===== config.mk =====
export PLATFORM = sky130hd
export DESIGN_NAME = ptc_cell
export DESIGN_NICKNAME = d
export VERILOG_FILES = /design/src/rtl/ptc_pkg.sv /design/src/rtl/ptc_cell.sv
export SDC_FILE = /design/constraint.sdc
export NUM_CORES = 1
export LEC_CHECK = 0
export ABC_AREA = 1
export ABC_CLOCK_PERIOD_IN_PS = 7900
export BUFFER_PORTS_ARGS = -buffer_cell sky130_fd_sc_hd__buf_2
export CAP_MARGIN = 20
export CORE_AREA = 8 8 400 402
export DETAILED_ROUTE_END_ITERATION = 10
export DIE_AREA = 0 0 408 410
export GPL_ROUTABILITY_DRIVEN = 0
export PLACE_DENSITY = 0.47
export SETUP_SLACK_MARGIN = 0.2
export SKIP_LAST_GASP = 1
export SLEW_MARGIN = 30
export SYNTH_ARGS = -nofsm -noshare
export SYNTH_HDL_FRONTEND = slang
export SYNTH_SLANG_ARGS = --single-unit
export TNS_END_PERCENT = 30

===== constraint.sdc =====
create_clock -name clk -period 7.9 [get_ports clk]
set_clock_uncertainty 0.2 [all_clocks]
set_input_delay 2.37 -clock clk [delete_from_list [all_inputs] [get_ports clk]]
set_output_delay 2.37 -clock clk [all_outputs]
set_load 0.01 [all_outputs]

===== src/rtl/ptc_pkg.sv =====
// Shared types, codes and constants for the per-MAC traffic counter table.
package ptc_pkg;

  localparam int TABLE_ENTRIES_DEF = 16;
  localparam int TABLE_MAX         = 256;
  localparam int IDX_W             = $clog2(TABLE_MAX);
  localparam int CNT_W             = $clog2(TABLE_MAX + 1);

  localparam int MAC_W   = 48;
  localparam int CTR_W   = 64;
  localparam int TIME_W  = 32;
  localparam int LEN_W   = 16;
  localparam int OP_W    = 3;
  localparam int STAT_W  = 3;
  localparam int MCAST_BIT = 40;

  localparam logic [TIME_W-1:0] TIMEOUT_RESET = 32'd300000;

  localparam logic [OP_W-1:0] OP_PACKET    = 3'd0;
  localparam logic [OP_W-1:0] OP_TICK      = 3'd1;
  localparam logic [OP_W-1:0] OP_QUERY     = 3'd2;
  localparam logic [OP_W-1:0] OP_RESET_ONE = 3'd3;
  localparam logic [OP_W-1:0] OP_RESET_ALL = 3'd4;

  localparam logic [STAT_W-1:0] ST_DONE      = 3'd0;
  localparam logic [STAT_W-1:0] ST_MCAST     = 3'd1;
  localparam logic [STAT_W-1:0] ST_OWN_AP    = 3'd2;
  localparam logic [STAT_W-1:0] ST_FULL      = 3'd3;
  localparam logic [STAT_W-1:0] ST_NOT_FOUND = 3'd4;

  localparam logic REG_AP_MAC  = 1'b0;
  localparam logic REG_TIMEOUT = 1'b1;

  typedef enum logic [2:0] {
    CMD_NONE,
    CMD_UPDATE,
    CMD_INSERT,
    CMD_EVICT_INSERT,
    CMD_TICK,
    CMD_CLEAR_ONE,
    CMD_CLEAR_ALL
  } cmd_kind_t;

  typedef struct packed {
    logic              valid;
    logic              active;
    logic [MAC_W-1:0]  mac;
    logic [CTR_W-1:0]  upl;
    logic [CTR_W-1:0]  dnl;
    logic [TIME_W-1:0] ls;
  } entry_t;

  typedef struct packed {
    cmd_kind_t         kind;
    logic [IDX_W-1:0]  idx;
    logic [MAC_W-1:0]  mac;
    logic [LEN_W-1:0]  len;
    logic              upl;
    logic [TIME_W-1:0] tstamp;
    logic [TIME_W-1:0] timeout;
  } cmd_t;

  typedef struct packed {
    logic [MAC_W-1:0] key;
    logic             sel_en;
    logic [IDX_W-1:0] sel_idx;
  } look_t;

  typedef struct packed {
    logic              hit;
    logic [IDX_W-1:0]  hit_idx;
    logic              found;
    logic [TIME_W-1:0] best_ls;
    logic [IDX_W-1:0]  best_idx;
    logic [CNT_W-1:0]  cnt;
    logic [CTR_W-1:0]  sel_upl;
    logic [CTR_W-1:0]  sel_dnl;
    logic [TIME_W-1:0] sel_ls;
    logic              sel_act;
  } scan_t;

endpackage


===== src/rtl/ptc_cell.sv =====
// One table entry with its update logic and its stage of the lookup chain.
module ptc_cell
  import ptc_pkg::*;
#(
  parameter int IDX     = 0,
  parameter bit IS_LAST = 1'b0
) (
  input  logic   clk,
  input  logic   rst_n,
  input  cmd_t   cmd,
  input  look_t  look,
  input  scan_t  scan_in,
  input  entry_t next_entry,
  output entry_t entry,
  output scan_t  scan_out
);

  localparam logic [IDX_W-1:0] MY_IDX = IDX_W'(IDX);

  logic              valid_r, valid_nxt;
  logic              active_r, active_nxt;
  logic [MAC_W-1:0]  mac_r, mac_nxt;
  logic [CTR_W-1:0]  upl_r, upl_nxt;
  logic [CTR_W-1:0]  dnl_r, dnl_nxt;
  logic [TIME_W-1:0] ls_r, ls_nxt;
  scan_t             scan_r, scan_nxt;
  logic [CTR_W-1:0]  len_ext;
  logic [TIME_W-1:0] age;

  assign entry    = '{valid: valid_r, active: active_r, mac: mac_r,
                      upl: upl_r, dnl: dnl_r, ls: ls_r};
  assign scan_out = scan_r;
  assign len_ext  = {{(CTR_W - LEN_W){1'b0}}, cmd.len};
  assign age      = cmd.tstamp - ls_r;

  always_comb begin
    valid_nxt  = valid_r;
    active_nxt = active_r;
    mac_nxt    = mac_r;
    upl_nxt    = upl_r;
    dnl_nxt    = dnl_r;
    ls_nxt     = ls_r;
    case (cmd.kind)
      CMD_UPDATE: begin
        if (cmd.idx == MY_IDX) begin
          if (cmd.upl) begin
            upl_nxt = upl_r + len_ext;
          end else begin
            dnl_nxt = dnl_r + len_ext;
          end
          ls_nxt     = cmd.tstamp;
          active_nxt = 1'b1;
        end
      end
      CMD_INSERT, CMD_EVICT_INSERT: begin
        if ((cmd.kind == CMD_INSERT && cmd.idx == MY_IDX) ||
            (cmd.kind == CMD_EVICT_INSERT && IS_LAST)) begin
          valid_nxt  = 1'b1;
          active_nxt = 1'b1;
          mac_nxt    = cmd.mac;
          upl_nxt    = cmd.upl ? len_ext : '0;
          dnl_nxt    = cmd.upl ? '0 : len_ext;
          ls_nxt     = cmd.tstamp;
        end else if (cmd.kind == CMD_EVICT_INSERT && MY_IDX >= cmd.idx) begin
          valid_nxt  = next_entry.valid;
          active_nxt = next_entry.active;
          mac_nxt    = next_entry.mac;
          upl_nxt    = next_entry.upl;
          dnl_nxt    = next_entry.dnl;
          ls_nxt     = next_entry.ls;
        end
      end
      CMD_TICK: begin
        if (valid_r && active_r && age > cmd.timeout) begin
          active_nxt = 1'b0;
        end
      end
      CMD_CLEAR_ONE: begin
        if (cmd.idx == MY_IDX) begin
          upl_nxt = '0;
          dnl_nxt = '0;
        end
      end
      CMD_CLEAR_ALL: begin
        upl_nxt = '0;
        dnl_nxt = '0;
      end
      default: begin
      end
    endcase
  end

  always_comb begin
    scan_nxt = scan_in;
    if (!scan_in.hit && valid_r && mac_r == look.key) begin
      scan_nxt.hit     = 1'b1;
      scan_nxt.hit_idx = MY_IDX;
    end
    if (valid_r && !active_r && (!scan_in.found || ls_r < scan_in.best_ls)) begin
      scan_nxt.found    = 1'b1;
      scan_nxt.best_ls  = ls_r;
      scan_nxt.best_idx = MY_IDX;
    end
    if (active_r) begin
      scan_nxt.cnt = scan_in.cnt + CNT_W'(1);
    end
    if (look.sel_en && look.sel_idx == MY_IDX) begin
      scan_nxt.sel_upl = upl_r;
      scan_nxt.sel_dnl = dnl_r;
      scan_nxt.sel_ls  = ls_r;
      scan_nxt.sel_act = active_r;
    end
  end

  always_ff @(posedge clk) begin
    if (!rst_n) begin
      valid_r  <= 1'b0;
      active_r <= 1'b0;
    end else begin
      valid_r  <= valid_nxt;
      active_r <= active_nxt;
    end
  end

  always_ff @(posedge clk) begin
    mac_r  <= mac_nxt;
    upl_r  <= upl_nxt;
    dnl_r  <= dnl_nxt;
    ls_r   <= ls_nxt;
    scan_r <= scan_nxt;
  end

endmodule


Yosys cells after proc, flatten, opt, wreduce, memory -nomap -nowiden

Cells that the tools add are included.
Widths: inputs -> output; s select.

Add/subtract/negate cells: 4
$lt $le $gt $ge: 3
Equality and inequality tests: 13
Muxes and demuxes: 29
Reductions and logical operators: 25

Operators by type and width:

| operator            | count |
|---|---|
| $mux 64             | 9 |
| $pmux 64 s4         | 2 |
| $mux 161            | 1 |
| $add 64x16->64      | 2 |
| $mux 32             | 3 |
| $mux 48             | 2 |
| $pmux 32 s2         | 1 |
| $eq 48x48->1        | 1 |
| $mux 40             | 1 |
| $gt 32x32->1        | 1 |
| $lt 32x32->1        | 1 |
| $mux 16             | 2 |
| $sub 32x32->32      | 1 |
| $logic_not 8->1     | 2 |
| $ne 2x2->1 const B  | 5 |
| $reduce_and 5->1    | 2 |
| $add 9x1->9 const B | 1 |
| $eq 3x3->1 const B  | 3 |
| $logic_and 1x1->1   | 9 |
| $mux 9              | 1 |
| $ge 1x8->1 const A  | 1 |
| $eq 3x2->1 const B  | 2 |
| $mux 1              | 6 |
| $reduce_and 4->1    | 1 |
| other kinds (11)    | 14 |

Register bits: 430
Input bits: 629
Output and inout bits: 430
Word-level logic and storage cells: 90

Depth between registers and ports, before layout

Gate-level depths: netlist of run 1.

Depth in word-level cells: 5
Depth in mapped cells: 24
Depth with buffers taken out: 24

Least setup slack after synthesis of run 1

Ideal clock, no wire load.

Path kind: in2reg
Start point: input cmd[138] in the netlist's numbering
End point: register dnl_r[0] (enable)
Setup time: 507 ps
Arrival: 6,161 ps
Path slack: 1,031 ps
Cell stages on the path: 7
Buffers on the path: 1
Path through: inv_2 -> nor2_4 -> inv_2 -> nand3_2 -> inv_2 -> clkbuf_1 -> a21oi_1

Cells in the longest elaborated chain, start to end: 4
Elaborated cells on any way between the ends: 14
Classes of those cells: 9 x eq/ne; 5 x reduce/logical

RTL lines:

| element                                                          | line                                           | text |
|---|---|---|
| from (decl)                                                      | ptc_cell.sv:10                                 | `input cmd_t cmd,` |
| $eq 3x2->1 (on tied branches)                                    | ptc_cell.sv:43, ptc_cell.sv:56, ptc_cell.sv:64 |  |
| $reduce_or 2->1 (tied with other cells)                          | ptc_cell.sv:43                                 | `case (cmd.kind)` |
| $ne 3x3->1 (no line) / $reduce_bool 4->1 (equally long branches) | -                                              |  |
| $reduce_and 5->1 (no line) (*)                                   | -                                              |  |
| to (signal assigned)                                             | ptc_cell.sv:128                                | `dnl_r <= dnl_nxt;` |
| to (decl)                                                        | ptc_cell.sv:24                                 | `logic [CTR_W-1:0] dnl_r, dnl_nxt;` |

Every way passes the cells marked *; elsewhere a longest branch is shown, timed or not.
A chain may end at the register's enable or synchronous reset.

Worst setup path after layout of run 1

Start point: input cmd[32] in the netlist's numbering
End point: register active_r

Cells in the longest elaborated chain, start to end: 5

RTL lines:

| element                    | line            | text |
|---|---|---|
| $sub 32x32->32             | ptc_cell.sv:34  | `assign age = cmd.tstamp - ls_r;` |
| $gt 32x32->1               | ptc_cell.sv:74  | `if (valid_r && active_r && age > cmd.timeout) begin` |
| $logic_and 1x1->1          | ptc_cell.sv:74  |  |
| $ne 2x2->1 (no line)       | -               |  |
| $reduce_and 4->1 (no line) | -               |  |
| to (signal assigned)       | ptc_cell.sv:121 | `active_r <= active_nxt;` |
| to (decl)                  | ptc_cell.sv:21  | `logic active_r, active_nxt;` |

Every way passes these cells.

==> results.toml, run 1 <==
[worst_setup_path]
path_class = "in -> reg"
path_max_fanout = 4
cpPeakStageDelay_ns = 0.43
crit_arrival_ns = 5.95
critPathBufInv = 3
required_ns = 8.29
worst-path-stages = 24
r2r_slack_ns = 3.82
cp_common_cell = "nand2_1"
cp_top_family = "simple AND/OR/NAND/NOR gates"
endpoint = "active_r"
r2r_start = "ls_r[0]"
r2r-end = "active_r"
path_cells = "buf_2, inv_1, ha_1, inv_1, fa_1, nand3_1, nand2_1, a21oi_1, o21ai_0, nand2_1, nand2_1, nand2_1, nand2_1, nand2_1, nand2_1, ha_1, nand2_1, nor2_1, nand2_1, nor3_1, a21oi_1, nand2_1, nand2_1, a21oi_1"
end_kind = "flop"
slowest_stage = "a21oi_1"
worstSetupStartpoint = "cmd[32]"
rr_worst_depth = 22
start_kind = "primary input"

[floorplanning]
start_util = 0.1719
fp.dieH_um = 410
row_count = 144
ioPinCount = 1059
fp.dieW_um = 408
coreArea_um2 = 153300
die_area_um2 = 167300

[timing]
max_freq_mhz = 179.6
hold_violations = 0
tightest_slew_ns = 0.9434
setup_violations = 0
fin_crit_sh = 0.7047
grt_setup_unrepaired = "no"
relSlewSlack = 0.3653
period_minus_slack_ns = 5.567
report.final.slew_viol_count = 0
tns_ns = 0

[synthesis]
ys_ff_latch = 430
netlist.area_leader.share = 0.2370
syn_avg_cell_area_um2 = 7.305
async_flop_share = 0
ys_types = 54
synthesis.nets = 4367
syn_area_um2 = 26360
yosys_warnings = 0
yosysSeqAreaShare = 0.4056
synth-edff-count = 208
syn_inst = 3608
synth_top_area_cell = "edfxtp_1"
ys.flop_type = "dfxtp_1"
yosys-top-cells-count = "1275 x nand2_1, 403 x inv_1, 334 x nor2_1"
yosysMostFrequentCell = "nand2_1"
synth_area_leaders = "edfxtp_1 24%, nand2_1 18%, dfxtp_1 17%"

[grt]
grt_pass1_vias = 29070
grt_max_degree = 127
grt_overflow = 0
grt_use_total = 0.1879
grt_pass1_wl_um = 227100
antenna_found_initial = 85

[clock_tree]
clkTransAtPathRegs_ns = 0.06
root_buffer = "clkbuf_16"
cts_resized = 0
cts_tree = "built"
insertion_delay_ns = 0.66
postCtsHoldBufs = 0
post_cts.repair.setup_buffers = 0
h-tree-depth = 2
cts.sinks = 430
cts_buffer_depth = 3
cts_buffers = 60

[final_layout]
multiInputGateArea_um2 = 13660
fillers = 17340
layout.nets = 5426
register_area_um2 = 10690
layout-drive-gt1-share = 0.2780
syn2layout_area_growth_pct = 36.94

[worst_hold_path]
hold_class = "reg -> reg"
hold_depth = 2

[drt]
first_pass_iters = 6
routed_wl_um = 167100
drt_iter0_markers = 2051
postRouteAntennaNets = 0
dr_wl_met3_um = 13090
highest_layer = "met5"
vias = 29230
wl_per_cell_um = 24.61
post-route-drc-count = 0
wl_met2_um = 80050
routedLengthMet1_um = 67330
detail_route.vias_per_cell = 4.307

[pwr]
p_leak_nw = 17.88
total_power_w = 0.006734
ir_drop_mv = 0.1669
p_per_area_nw_per_um2 = 186.6

[run]
max-cap-violations = 0

[status]
outcome = "complete, no violations"

[place]
io_buffers = 1058
place_hpwl_um = 142300
cells in the final DEF (no fill, tap or decap), types with 9 or more instances in the layout:
master,count
a21oi_1,216
a22oi_1,9
buf_2,1058
buf_4,24
clkbuf_1,13
clkbuf_16,66
clkinv_2,11
dfxtp_1,222
diode_2,25
edfxtp_1,208
ha_1,127
inv_1,402
inv_2,9
inv_4,9
mux2_2,63
nand2_1,1273
nand2_2,19
nand3_1,182
nand3b_1,17
nand4_1,47
nor2_1,332
nor3_1,50
nor3b_1,15
nor4_1,20
o211ai_1,24
o21ai_0,106
xor2_1,76
worst register-to-register path: cells and delay by family, from the launching register on:
kind	cells	cell delay [ns]
adders and majority gates	3	0.86
AOI/OAI and AO/OA	4	0.97
buffers and inverters	1	0.06
DFF	1	0.49
and+or+nand+nor	14	1.46
sequential cells by signal, summed over array words and instances (netlist names):
signal	count
valid_r	1
upl_r	64
scan_out	220
mac_r	48
active_r	1
ls_r	32
dnl_r	64
worst min path at each step:
stage	from	endpoint	slack, ns
after detailed placement	ls_r[27]	scan_out[205]	0.36
after CTS	ls_r[27]	scan_out[205]	0.37
after global placement	ls_r[25]	scan_out[203]	0.34
final	ls_r[25]	scan_out[203]	0.37
after global routing	ls_r[27]	scan_out[205]	0.41
after floorplan	valid_r	valid_r	0.30
logic make-up after synthesis:
kind of cell               count (synthesis)  share of synthesized area
xor gates and xnor gates                  83                    0.02758
muxes                                     68                    0.02905
adders and majority gates                130                    0.06257
and+or+nand+nor                         1989                     0.3136
buffers and inverters                    505                    0.07795
AOI/OAI and AO/OA                        403                    0.08365
DFF                                      430                     0.4056
where the power goes:
part / switching, W / internal (W) / total, W
Clock: 0.00119 / 0.00161 / 0.00280
Sequential: 0.000172 / 0.00249 / 0.00266
Combinational: 0.000816 / 0.000453 / 0.00127
Total: 0.00218 / 0.00455 / 0.00673
metal layers:
metal,global-route usage,up-vias
li1,-,13890
met1,0.2228,13730
met2,0.3289,1295
met3,0.05110,287
met4,0.05938,30
met5,0,-
per-stage QoR:
step	hold WS, ns	cells	util	cell area, µm²	setup WS (ns)
2_1_floorplan	0.2991	3608	-	26360	1.031
3_3_place_gp	0.3440	6649	0.2220	34040	1.624
3_5_place_dp	0.3591	6649	0.2220	34040	1.626
4_1_cts	0.3749	6763	0.2350	36030	2.344
5_1_grt	0.4056	6768	0.2351	36040	1.944
6_report	0.3722	6788	0.2354	36090	2.333
cell type report:
type	count	share of cell area
Timing Repair Buffer	1087	0.1542
Multi-Input combinational cell	2673	0.3786
Clock buffer	85	0.04923
Tap cell	2044	0.07086
Sequential cell	430	0.2962
Antenna cell	25	0.001733
Inverter	415	0.04340
Clock inverter	29	0.005755
Note: power is estimated with default switching activity, not from simulation.
==> run 2: changes to the inputs <==
--- a/config.mk
+++ b/config.mk
@@ -6,12 +6,12 @@
 export NUM_CORES = 1
 export LEC_CHECK = 0
 export ABC_AREA = 1
-export ABC_CLOCK_PERIOD_IN_PS = 7900
+export ABC_CLOCK_PERIOD_IN_PS = 5000
 export BUFFER_PORTS_ARGS = -buffer_cell sky130_fd_sc_hd__buf_2
 export CAP_MARGIN = 20
-export CORE_AREA = 8 8 400 402
+export CORE_AREA = 8 8 410 412
 export DETAILED_ROUTE_END_ITERATION = 10
-export DIE_AREA = 0 0 408 410
+export DIE_AREA = 0 0 418 420
 export GPL_ROUTABILITY_DRIVEN = 0
 export PLACE_DENSITY = 0.47
 export SETUP_SLACK_MARGIN = 0.2
==> constraint.sdc (replaced) <==
create_clock -name clk -period 5 [get_ports clk]
set_clock_uncertainty 0.2 [all_clocks]
set_input_delay 1.5 -clock clk [delete_from_list [all_inputs] [get_ports clk]]
set_output_delay 1.5 -clock clk [all_outputs]
set_load 0.01 [all_outputs]
==> run 2 against run 1 <==
  * Wire length decreased by 3.1%
  * Via count is 0.31% higher
  * Die area up 4.9%
  * Count of clock-buffer cells in the layout decreased by 5
  * Hold slack improved by 0.0036 ns
  * Global-route usage fell by 1.6 points
  * Combinational power is 58% higher
  * Critical path depth is 2 higher
  * Clock power up 56%
  * Non-clock buffer count grew 14
  * Power is 57% higher
  * Sequential share of layout area shrank 0.19 points
  * Largest power group unchanged
==> results.toml, run 2 (same netlist as run 1, synthesis figures left out) <==
[clock_tree]
post_cts.repair.setup_buffers = 0
h-tree-depth = 2
insertion_delay_ns = 0.70
clkTransAtPathRegs_ns = 0.07
cts_resized = 0
cts.sinks = 430
cts_buffer_depth = 3
cts_buffers = 58
cts_tree = "built"
postCtsHoldBufs = 0
root_buffer = "clkbuf_16"

[final_layout]
layout.cells.non_filler = 6920
layout-drive-gt1-share = 0.2798
layout.nets = 5438
layout_commonest_cell = "nand2_1"
syn2layout_area_growth_pct = 37.84
largest_reg_flops = 220
layout_common_cells = "1273 x nand2_1, 1058 x buf_2, 402 x inv_1"

[place]
place_hpwl_um = 137500
io_buffers = 1058
dpl.cell_count = 6793

[worst_setup_path]
crit_arrival_ns = 4.65
end_kind = "flop"
cp_top_family = "simple AND/OR/NAND/NOR gates"
cp_common_cell = "nand2_1"
path_max_fanout = 4
critPathBufInv = 5
path_class = "in -> reg"
slowest_stage = "o21ai_0"
cpPeakStageDelay_ns = 0.43
required_ns = 5.34
start_kind = "primary input"

[floorplanning]
ioPinCount = 1059
fp.dieW_um = 418
die_area_um2 = 175600
row_count = 148
fp.dieH_um = 420
coreArea_um2 = 161700
start_util = 0.1630

[drt]
wl_per_cell_um = 23.39
first_pass_iters = 6
routed_wl_um = 161900
detail_route.vias_per_cell = 4.237
postRouteAntennaNets = 0
vias = 29320
drt_iter0_markers = 2578
post-route-drc-count = 0

[timing]
fin_crit_sh = 0.8609
hold_violations = 0
max_freq_mhz = 232.3
report.final.slew_viol_count = 0
period_minus_slack_ns = 4.304
setup_violations = 0
grt_setup_unrepaired = "no"
tightest_slew_ns = 0.9890
relSlewSlack = 0.3346

[pwr]
ir_drop_mv = 0.2264
p_leak_nw = 17.93
p_per_area_nw_per_um2 = 291.0
total_power_w = 0.01057

[status]
outcome = "complete, no violations"

[worst_hold_path]
hold_class = "reg -> reg"

[grt]
grt_use_total = 0.1723
grt_pass1_wl_um = 218200
antenna_found_initial = 71
grt_overflow = 0
grt_max_degree = 96
grt_pass1_vias = 28430

[run]
max-cap-violations = 0
## run 2: changes by cell type in the layout (fill, tap and decap cells not counted), sizes merged
cell      change
bufinv        +1
buf          +14
clkinv        +3
clkinvlp      +2
clkbuf        -5
diode         -8
inv           -6
## run 2: layout make-up
type	count	area, µm²
diodes	17	42.54
well taps	2175	2721
repair buffers	1101	5700
clock inverters	29	242.7
fillers	18360	125300
multi-input cells	2673	13660
flip-flops and latches	430	10690
clock buffers	80	1702
inverters	415	1565
## run 2: path summary, 6_finish.rpt
path / slack, ns / start / end / cells after the start
setup / recovery: 0.70 / cmd[32] / active_r / 26
hold / removal: 0.38 / dnl_r[0] / scan_out[33] / 1
setup reg to reg: 1.09 / ls_r[0] / active_r / 24
hold reg to reg: 0.38 / dnl_r[0] / scan_out[33] / 1
## run 2: power by group
group	switching [W]	internal, W	leakage (nW)	total (W)
Combinational	0.00129	0.000718	13.2	0.00201
Clock	0.00187	0.00249	0.964	0.00437
Sequential	0.000256	0.00394	3.81	0.00419
Total	0.00342	0.00715	17.9	0.0106
## run 2: per-stage QoR
stage / hold slack [ns] / setup WS [ns] / area [µm²] / TNS (ns) / util
after detailed placement: 0.3602 / -0.07667 / 34310 / -0.07667 / 0.2123
after global placement: 0.3485 / -0.08622 / 34310 / -0.08622 / 0.2123
after CTS: 0.3752 / 0.6842 / 36260 / 0 / 0.2243
after global routing: 0.4078 / 0.3497 / 36290 / 0 / 0.2245
final: 0.3758 / 0.6957 / 36330 / 0 / 0.2247
after floorplan: 0.2991 / -0.9987 / 26360 / -127.84 / -
## run 2: layer usage
metal,GRT usage,part of all wire
met5,0,0.00071
met4,0.05125,0.035
met3,0.03460,0.072
met2,0.3186,0.51
met1,0.1995,0.38
